File: config.mk
export PLATFORM = sky130hd
export DESIGN_NAME = ips_ram
export DESIGN_NICKNAME = d
export VERILOG_FILES = /design/src/rtl/core/iterative_path_smoother_defines.svh /design/src/rtl/core/ips_ram.sv
export SDC_FILE = /design/constraint.sdc
export NUM_CORES = 2
export LEC_CHECK = 0
export BUFFER_PORTS_ARGS = -buffer_cell sky130_fd_sc_hd__buf_2
export CORE_MARGIN = 3
export CORE_UTILIZATION = 55
export CTS_CLUSTER_DIAMETER = 60
export DETAILED_ROUTE_END_ITERATION = 12
export PLACE_DENSITY = 0.71
export SLEW_MARGIN = 20
export SYNTH_ARGS = -nofsm -noshare
export SYNTH_HDL_FRONTEND = slang
export SYNTH_SLANG_ARGS = --single-unit
File: constraint.sdc
create_clock -name clk -period 7.7 [get_ports clk]
set_clock_uncertainty 0.15 [all_clocks]
set_input_delay 1.54 -clock clk [delete_from_list [all_inputs] [get_ports clk]]
set_output_delay 1.54 -clock clk [all_outputs]
set_load 0.005 [all_outputs]
File: src/rtl/core/iterative_path_smoother_defines.svh
// Assertion macros shared by the path smoother.
// Each macro expects clk and rst_n to be visible where it is used.
`ifndef ITERATIVE_PATH_SMOOTHER_DEFINES_SVH
`define ITERATIVE_PATH_SMOOTHER_DEFINES_SVH

// Same-cycle implication.
`define IPS_ASSERT_IMPL(name, ante, cons) \
  name: assert property (@(posedge clk) disable iff (!rst_n) (ante) |-> (cons)) \
    else $error("path smoother assertion failed");

// Next-cycle implication.
`define IPS_ASSERT_NEXT(name, ante, cons) \
  name: assert property (@(posedge clk) disable iff (!rst_n) (ante) |=> (cons)) \
    else $error("path smoother assertion failed");

`endif

File: src/rtl/core/ips_ram.sv
module ips_ram #(
  parameter int WIDTH = 64,
  parameter int DEPTH = 64
) (
  input  logic                     clk,
  input  logic                     we,
  input  logic [$clog2(DEPTH)-1:0] waddr,
  input  logic [WIDTH-1:0]         wdata,
  input  logic [$clog2(DEPTH)-1:0] raddr,
  output logic [WIDTH-1:0]         rdata
);

  logic [WIDTH-1:0] mem [DEPTH];

  always_ff @(posedge clk) begin
    if (we) begin
      mem[waddr] <= wdata;
    end
    rdata <= mem[raddr];
  end

endmodule

==> metrics.md <==
| Metric | Value |
|---|---|
| Vias | `76.7k` |
| Worst-Margin Slew | `1440 ps` |
| Largest delay share family, worst path | `simple AND/OR/NAND/NOR gates` |
| CP endpoint kind | `flip-flop` |
| Register area share after synthesis | `79.5%` |
| Cells after synthesis | `6598` |
| Yosys cell types | `33` |
| Crit Path Class | `in -> reg` |
| Worst hold path class | `reg -> reg` |
| Final setup fails | `0` |
| Max frequency | `239 MHz` |
| Slack of the worst reg-to-reg path | `5460 ps` |
| Crit-path max FO | `109` |
| Vias in the first global route | `76.9k` |
| Final antenna-violating net count | `0` |
| GRT Total Usage | `29.2%` |
| Max_cap viols | `0` |
| Synthesized cell area | `0.156 mm²` |
| Syn avg cell area | `23.7 µm²` |
| Pin count of the biggest net entering global routing | `114` |
| GR Overflow Total | `0` |
| Share of the synthesized area in the top cell type | `78.7%` |
| Later-pin clock latency in the skew report | `1000 ps` |
| Async set-reset flop share out of synthesis | `0%` |
| Area delta synth->final | `12.6%` |
| Average routed wire per standard cell | `38.2 µm` |
| Post-synth EDFFs | `4096` |
| First drt pass iteration count | `5` |
| Clock transition at path regs | `60 ps` |
| Synth area leader | `edfxtp_1` |
| I/O pins | `142` |
| Setup TNS | `0 ps` |
| Die Height | `539 µm` |
| DRT Wirelength | `423 mm` |
| CP max stage cell | `buf_2` |
| R2R cell count | `4` |
| WP depth | `6` |
| Initial Util | `55.3%` |
| Leak | `54.9 nW` |
| Mapped Nets | `6676` |
| Residual DRC | `0` |
| Power per standard cell area | `267 mW/mm²` |
| #FFs+latches synth | `4160` |
| Final #Nets | `7062` |
| Status | `completed` |
| CP Buf/Inv Count | `2` |
| Port bufs | `141` |
| CP cell instances | `buf_2 -> and2_4 -> buf_12 -> a22oi_1 -> nand3_1 -> and3_1` |
| Fin. max-slew vios | `0` |
| TritonCTS Sinks | `4160` |
| H-tree Lvls | `5` |
| Yosys warning count | `0` |
| CP required | `8440 ps` |
| Share of the cycle needed by the critical path after routing | `54.4%` |
| First-pass GRT wire length | `597 mm` |
| Reg2reg end | `rdata[10]` |
| TritonCTS buffer count | `402` |
| Most common cell after layout, fill and taps aside | `edfxtp_1` |
| Critical path launch point type | `primary input` |
| DPL Wire Length | `217 mm` |
| Fill cells | `18.4k` |
| Main area contributors after synthesis | `edfxtp_1 79%, mux4_2 15%, mux2i_1 0.86%` |
| Minimum clock period | `4190 ps` |
| Root Driver | `clkbuf_16` |
| Slew margin rel. | `4.20%` |
| Clk buf depth | `4` |
| Critical path endpoint | `rdata[10]` |
| Most frequent cells in the layout | `4096 x edfxtp_1, 1024 x mux4_2, 408 x clkbuf_16` |
| Hold_buf cts | `0` |
| Slowest cell delay on critical path | `720 ps` |
| Most used DFF post-synth | `edfxtp_1` |
| Unrepaired setup endpoints after global routing | `false` |
| Vias per std cell | `6.93` |
| Floorplan row count | `195` |
| Core area | `0.283 mm²` |
| Worst r2r src | `mem[43][10]` |
| Post-Place Setup Slack | `2710 ps` |
| Initial antenna violation count | `33` |
| CTS resizes | `0` |
| Worst setup margin | `3510 ps` |
| Ratio of cells with drive above 1 in the final layout | `28.0%` |
| Post-CTS setup buffer count | `0` |
| Final Hold Fails | `0` |
| Drt initial violations | `11.5k` |
| Setup crit start | `raddr[3]` |
| Total Die Area | `0.291 mm²` |
| CTS tree | `yes` |
| WP data arrival | `4930 ps` |
| Gpl congestion | `0.806` |
| Worst VDD drop | `0.000260 V` |
| Die Wd | `539 µm` |
[metal layers]
metal | part of all wire (%) | global-route usage (%) | wire length [µm]
met3 | 13 | 6.48 | 53800
met1 | 36 | 41.4 | 151000
met4 | 3.8 | 10.3 | 16200
met5 | 0.017 | 0 | 70
met2 | 48 | 45.5 | 202000
[power by group]
part	switching, mW	total, mW	internal [mW]
clock	8.47	19.6	11.1
combinational	1.33	2.11	0.783
sequential	0.133	25.2	25.1
total	9.93	46.9	37.0
[per-stage QoR]
stage	cells	area (µm²)	utilization, %	hold slack (ps)	power (mW)
2_1_floorplan	6598	156000	-	638	26.8
3_3_place_gp	10310	162000	57.5	680	27.7
3_5_place_dp	10314	163000	57.5	677	27.8
4_1_cts	11053	176000	62.2	679	47.1
5_1_grt	11069	176000	62.3	745	48.1
6_report	11080	176000	62.3	682	46.9
[state kept, by name, summed over array words and instances, names as in the netlist]
register	count
mem	4096
rdata	64
[cells by family (layout without fill, tap and decap cells)]
| family | count (synthesis) | count (layout) | synth area share (%) |
|---|---|---|---|
| other cells | 0 | 18 | 0 |
| simple gates | 386 | 386 | 1.24 |
| buf+inv | 389 | 1110 | 1.18 |
| mux | 1159 | 1159 | 15.6 |
| compound gates | 504 | 504 | 2.48 |
| flops | 4160 | 4160 | 79.5 |
[worst min-delay path: stages (launching register included)]
cell and delay (ps):
edfxtp_1 320, mux4_2 220, a22oi_1 60, nand3_1 70, and3_1 140
[area by class of cell]
| class | count | area [µm²] | share of cell area (%) |
|---|---|---|---|
| clock inverter | 239 | 2520 | 1.43 |
| clock buffer | 500 | 10700 | 6.05 |
| sequential | 4160 | 124000 | 70.6 |
| multi-input combinational | 2049 | 30800 | 17.5 |
| timing repair buffer | 352 | 3030 | 1.72 |
| tap | 3743 | 4680 | 2.66 |
| inverter | 19 | 71.3 | 0.0405 |
| antenna | 18 | 45.0 | 0.0256 |
[worst min path at each step]
stage                      from         to  slack (ps)  cells past startpoint
finish              mem[55][14]  rdata[14]         680                      4
global route        mem[54][50]  rdata[50]         750                      4
CTS                 mem[55][14]  rdata[14]         680                      4
detailed placement  mem[55][14]  rdata[14]         680                      4
global placement    mem[52][14]  rdata[14]         680                      4
floorplan           mem[30][61]  rdata[61]         640                      4
[synth_stat cells (all sizes together), types with 2 or more instances]
library cell	count
or3	29
buf	230
a41oi	26
and3	64
a211oi	63
a22oi	168
nand2	58
nand2b	11
nand3b	2
o221ai	38
nand3	45
a22o	88
edfxtp	4096
nor2	112
o22ai	83
and2	3
clkbuf	140
a2bb2oi	19
dfxtp	64
inv	19
nor2b	28
mux2i	135
nand4	2
nor3	2
mux4	1024
or2	28
a31oi	18
(Power assumes the default switching activity.)
