===== src/rtl/core/iterative_path_smoother_defines.svh =====
// Assertion macros shared by the path smoother.
// Each macro expects clk and rst_n to be visible where it is used.
`ifndef ITERATIVE_PATH_SMOOTHER_DEFINES_SVH
`define ITERATIVE_PATH_SMOOTHER_DEFINES_SVH

// Same-cycle implication.
`define IPS_ASSERT_IMPL(name, ante, cons) \
  name: assert property (@(posedge clk) disable iff (!rst_n) (ante) |-> (cons)) \
    else $error("path smoother assertion failed");

// Next-cycle implication.
`define IPS_ASSERT_NEXT(name, ante, cons) \
  name: assert property (@(posedge clk) disable iff (!rst_n) (ante) |=> (cons)) \
    else $error("path smoother assertion failed");

`endif


===== src/rtl/core/ips_pkg.sv =====
package ips_pkg;

  localparam int MAX_POINTS = 64;
  localparam int AW         = $clog2(MAX_POINTS);
  localparam int CNT_W      = $clog2(MAX_POINTS + 1);
  localparam int SUM_W      = 40;
  localparam int DIFF_W     = 34;
  localparam int CFG_IDX_W  = 2;
  localparam int CFG_DATA_W = 32;

  localparam logic [16:0] ONE_Q16       = 17'h10000;
  localparam logic [16:0] WEIGHT_RESET  = 17'd32768;
  localparam logic [31:0] TOL_RESET     = 32'd66;
  localparam logic [15:0] SWEEPS_RESET  = 16'd1000;

  localparam logic [CFG_IDX_W-1:0] REG_SMOOTH_WEIGHT = 2'd0;
  localparam logic [CFG_IDX_W-1:0] REG_TOLERANCE     = 2'd1;
  localparam logic [CFG_IDX_W-1:0] REG_MAX_SWEEPS    = 2'd2;

  typedef struct packed {
    logic signed [31:0] point_x;
    logic signed [31:0] point_y;
    logic               last_in;
  } in_item_t;

  typedef struct packed {
    logic signed [31:0] out_x;
    logic signed [31:0] out_y;
    logic               last_out;
    logic               not_converged;
  } out_item_t;

  typedef struct packed {
    logic signed [31:0] x;
    logic signed [31:0] y;
  } pt_t;

  // Stage strobes for the relaxation datapath.
  typedef struct packed {
    logic mul;
    logic sum;
    logic fin;
  } relax_ctl_t;

  typedef enum logic [3:0] {
    ST_LOAD,
    ST_SW_START,
    ST_PRIME1,
    ST_PRIME2,
    ST_MUL,
    ST_SUM,
    ST_NEW,
    ST_DIF,
    ST_ACC,
    ST_SW_END,
    ST_EM_LD,
    ST_EM_WAIT
  } state_t;

endpackage


===== src/rtl/core/ips_relax.sv =====
module ips_relax (
  input  logic                clk,
  input  ips_pkg::relax_ctl_t ctl,
  input  logic [16:0]         a_wt,
  input  logic [16:0]         w_wt,
  input  logic signed [31:0]  s_val,
  input  logic signed [31:0]  o_val,
  input  logic signed [31:0]  p_val,
  input  logic signed [31:0]  n_val,
  output logic signed [31:0]  new_val
);

  logic signed [32:0] d_orig;
  logic signed [33:0] d_nbr;
  logic signed [50:0] pa_nxt, pa_r;
  logic signed [51:0] pb_nxt, pb_r;
  logic [52:0]        t_nxt, t_r;
  logic [36:0]        q;
  logic [37:0]        r;
  logic signed [31:0] new_nxt, new_r;

  assign d_orig = {o_val[31], o_val} - {s_val[31], s_val};
  assign d_nbr  = {{2{p_val[31]}}, p_val} + {{2{n_val[31]}}, n_val}
                - {s_val[31], s_val, 1'b0};
  assign pa_nxt = $signed({1'b0, a_wt}) * d_orig;
  assign pb_nxt = $signed({1'b0, w_wt}) * d_nbr;

  // Half an LSB of the result is added so that the floor below rounds ties up.
  assign t_nxt = {{2{pa_r[50]}}, pa_r} + {pb_r[51], pb_r} + 53'd32768;

  assign q = t_r[52:16];
  assign r = {{6{s_val[31]}}, s_val} + {q[36], q};

  always_comb begin
    if (!r[37] && (r[36:31] != 6'b000000)) begin
      new_nxt = 32'sh7FFFFFFF;
    end else if (r[37] && (r[36:31] != 6'b111111)) begin
      new_nxt = 32'sh80000000;
    end else begin
      new_nxt = r[31:0];
    end
  end

  always_ff @(posedge clk) begin
    if (ctl.mul) begin
      pa_r <= pa_nxt;
      pb_r <= pb_nxt;
    end
    if (ctl.sum) begin
      t_r <= t_nxt;
    end
    if (ctl.fin) begin
      new_r <= new_nxt;
    end
  end

  assign new_val = new_r;

endmodule


===== config.mk =====
export PLATFORM = sky130hd
export DESIGN_NAME = ips_relax
export DESIGN_NICKNAME = d
export VERILOG_FILES = /design/src/rtl/core/iterative_path_smoother_defines.svh /design/src/rtl/core/ips_pkg.sv /design/src/rtl/core/ips_relax.sv
export SDC_FILE = /design/constraint.sdc
export NUM_CORES = 2
export LEC_CHECK = 0
export BUFFER_PORTS_ARGS = -buffer_cell sky130_fd_sc_hd__buf_2
export CORE_ASPECT_RATIO = 1.75
export CORE_UTILIZATION = 35
export DETAILED_ROUTE_END_ITERATION = 6
export PLACE_DENSITY = 0.49
export RECOVER_POWER = 100
export SETUP_SLACK_MARGIN = 0.3
export SYNTH_ARGS = -nofsm -noshare
export SYNTH_HDL_FRONTEND = slang
export SYNTH_SLANG_ARGS = --single-unit

===== constraint.sdc =====
create_clock -name clk -period 12.3 [get_ports clk]
set_clock_uncertainty 0.2 [all_clocks]
set_input_delay 0.615 -clock clk [delete_from_list [all_inputs] [get_ports clk]]
set_output_delay 0.615 -clock clk [all_outputs]
set_load 0.02 [all_outputs]

==> reports/metrics.cfg <==
[clock_network]
clock_path_buffers = 2
clock-sinks = 172
post_cts_buffers = 0
root_buffer = clkbuf_16
cts_tree = yes
clkTransAtPathRegs_ns = 0.07
postCtsResizedCells = 0
insertion_delay_ns = 0.47
numCtsBuffers = 17
hold_buffers = 0
htreeDepth = 4

[run]
max_cap_viol_count = 8

[grt]
antenna_found_initial = 16
grt_remaining_overflow = 0
grt_use_total_pct = 21.59
grt_pass1_wl_um = 257200
grt_pass1_vias = 45100
grt_max_degree = 64

[critical_path]
crit_path_end_kind = flip-flop
cp_max_fo = 7
r2r-end = new_val[7]
arrival_ns = 11.12
path_class = in2reg
crit_path_max_incr_delay_ns = 1.11
slowest_stage = a2111oi_0
cp_common_cell = fa_1
reg2reg_from = t_r[17]
r2r_cells = 11
start_kind = input pin
critPathLaunch = s_val[1]
cp.required_ns = 12.32
r2r_setup_slack_ns = 6.78

[sta]
period_share_pct = 90.21
tns_ns = 0
maxClockFrequency_mhz = 90.12
fin_ws_ns = 1.204
relSlewSlack_pct = -138.4
period_needed_ns = 11.10
tightest_slew_ns = 3.576
report.final.hold_viol_count = 0
slew_viol_final = 249
setup_viol = 0
rsz0062_at_grt = no

[synthesis]
netlist_instances = 6073
synth-edff-count = 172
synth_nets = 7799
synth-main-ff-cell = edfxtp_1
synth-seq-cells = 172
syn_area_um2 = 54180
ys_types = 82
ys_seq_area_share_pct = 9.533
ys_warn_count = 0
async_reset_ff_share_pct = 0
avgSynthCellArea_um2 = 8.922

[detailed_routing]
drc_errors = 0
via_per_inst = 5.000
wl_per_cell_um = 20.08
drt-initial-drc-count = 1832
vias = 40840
final_antenna_net_count = 0
routed_wl_um = 164000
firstDrtPassIters = 5

[min_path]
min_path_type = reg2reg
worstHoldStart = t_r[16]
worstHoldEndpoint = new_val[0]
min_path_cells = 3

[place]
gp_congestion = 0.8691
dpl.cell_count = 8131
port_buffers = 197
dpl.hpwl_um = 137900
post-place-ws_ns = 1.014

[die]
dieArea_um2 = 156400
fp-row-count = 190
die_h_um = 522.5
die_x_um = 299.4
core_area_um2 = 153300
start_util_pct = 35.33
ios = 198

[finish]
syn_to_final_growth_pct = 6.882
drive_gt1_share_pct = 4.719
nets = 7860
final_cells = 8169

[outcome]
violations = max-capacitance violations, max-slew violations
status = finished with violations

-- stage by stage --
step	area [µm²]	hold slack, ns	utilization [%]
detailed placement	57400	0.5995	37.44
finish	57910	0.6694	37.77
global placement	57400	0.6130	37.44
global route	57890	0.6992	37.76
floorplan	54180	0.4559	-
CTS	58010	0.4859	37.83
-- area by class of cell --
| cell class | instances | area (µm²) |
|---|---|---|
| fill | 15960 | 95430 |
| clock buffer | 17 | 425.4 |
| sequential | 172 | 5165 |
| antenna | 8 | 20.02 |
| timing repair buffer | 265 | 1438 |
| inverter | 1493 | 5604 |
| multi-input combinational | 4185 | 42560 |
| tap | 2016 | 2522 |
| clock inverter | 13 | 177.7 |
-- worst max-delay path by stage --
stage	to	slack [ns]	cells after the start
2_1_floorplan	pb_r[49]	3.04	35
3_3_place_gp	pa_r[48]	0.98	33
3_5_place_dp	pa_r[48]	1.01	34
4_1_cts	pa_r[48]	1.50	33
5_1_grt	pa_r[48]	0.61	33
6_report	pa_r[48]	1.20	33
-- placed cells by master (no fill, tap or decap), types with 35 or more instances in the layout --
cell type	netlist	layout
ha_1	445	445
buf_2	14	159
a21oi_1	225	224
nand3_1	48	49
buf_4	0	65
clkbuf_1	200	41
inv_1	1493	1493
o21ai_0	121	141
xnor2_1	154	152
nor2_1	130	128
nand2_1	868	868
nand2b_1	35	35
nor2b_1	56	56
fa_1	1115	1115
and2_1	410	402
edfxtp_1	172	172
a21o_1	96	96
xor2_1	66	63
-- critical path: cells and delay by family --
family	cells	cell delay, ns
AO/OA/AOI/OAI	13	4.33
buffers and inverters	7	1.05
adder cells (fa/ha/maj)	8	3.83
XOR/XNOR	2	0.72
AND/OR/NAND/NOR	3	0.54
-- metal layers --
metal,wire [µm],GRT usage [%]
met2,86220,40.19
met5,13,0
met3,7379,1.886
met4,5401,6.943
met1,65000,25.90
-- kinds of logic (layout without fill, tap and decap cells) --
group | count (synthesis) | in the layout | synth area share [%]
buffers and inverters | 1716 | 1788 | 11.95
AND/OR/NAND/NOR | 1676 | 1676 | 14.68
adder cells (fa/ha/maj) | 1566 | 1566 | 51.59
AO/OA/AOI/OAI | 721 | 721 | 8.651
XOR/XNOR | 220 | 220 | 3.556
flip-flops | 172 | 172 | 9.533
multiplexers | 2 | 2 | 0.03695
other | 0 | 8 | 0
-- synthesized netlist by cell type, drive strengths merged, types with 66 or more instances --
library cell / n / share of area [%]
nand2: 868 / 6.0
xor2: 66 / 1.1
edfxtp: 172 / 9.5
fa: 1115 / 41
o21ai: 146 / 1.3
and2: 410 / 4.7
nor2: 130 / 0.90
xnor2: 154 / 2.5
inv: 1493 / 10
ha: 445 / 10
a21oi: 225 / 2.1
a21o: 96 / 1.3
clkbuf: 202 / 1.4
-- state kept, by name (all words and copies together) (netlist names) --
name	cells
new_val	32
pa_r	51
pb_r	52
t_r	37
Power is not shown: default switching activity piles up to over one toggle a cycle in this logic, so the estimate is an artifact.
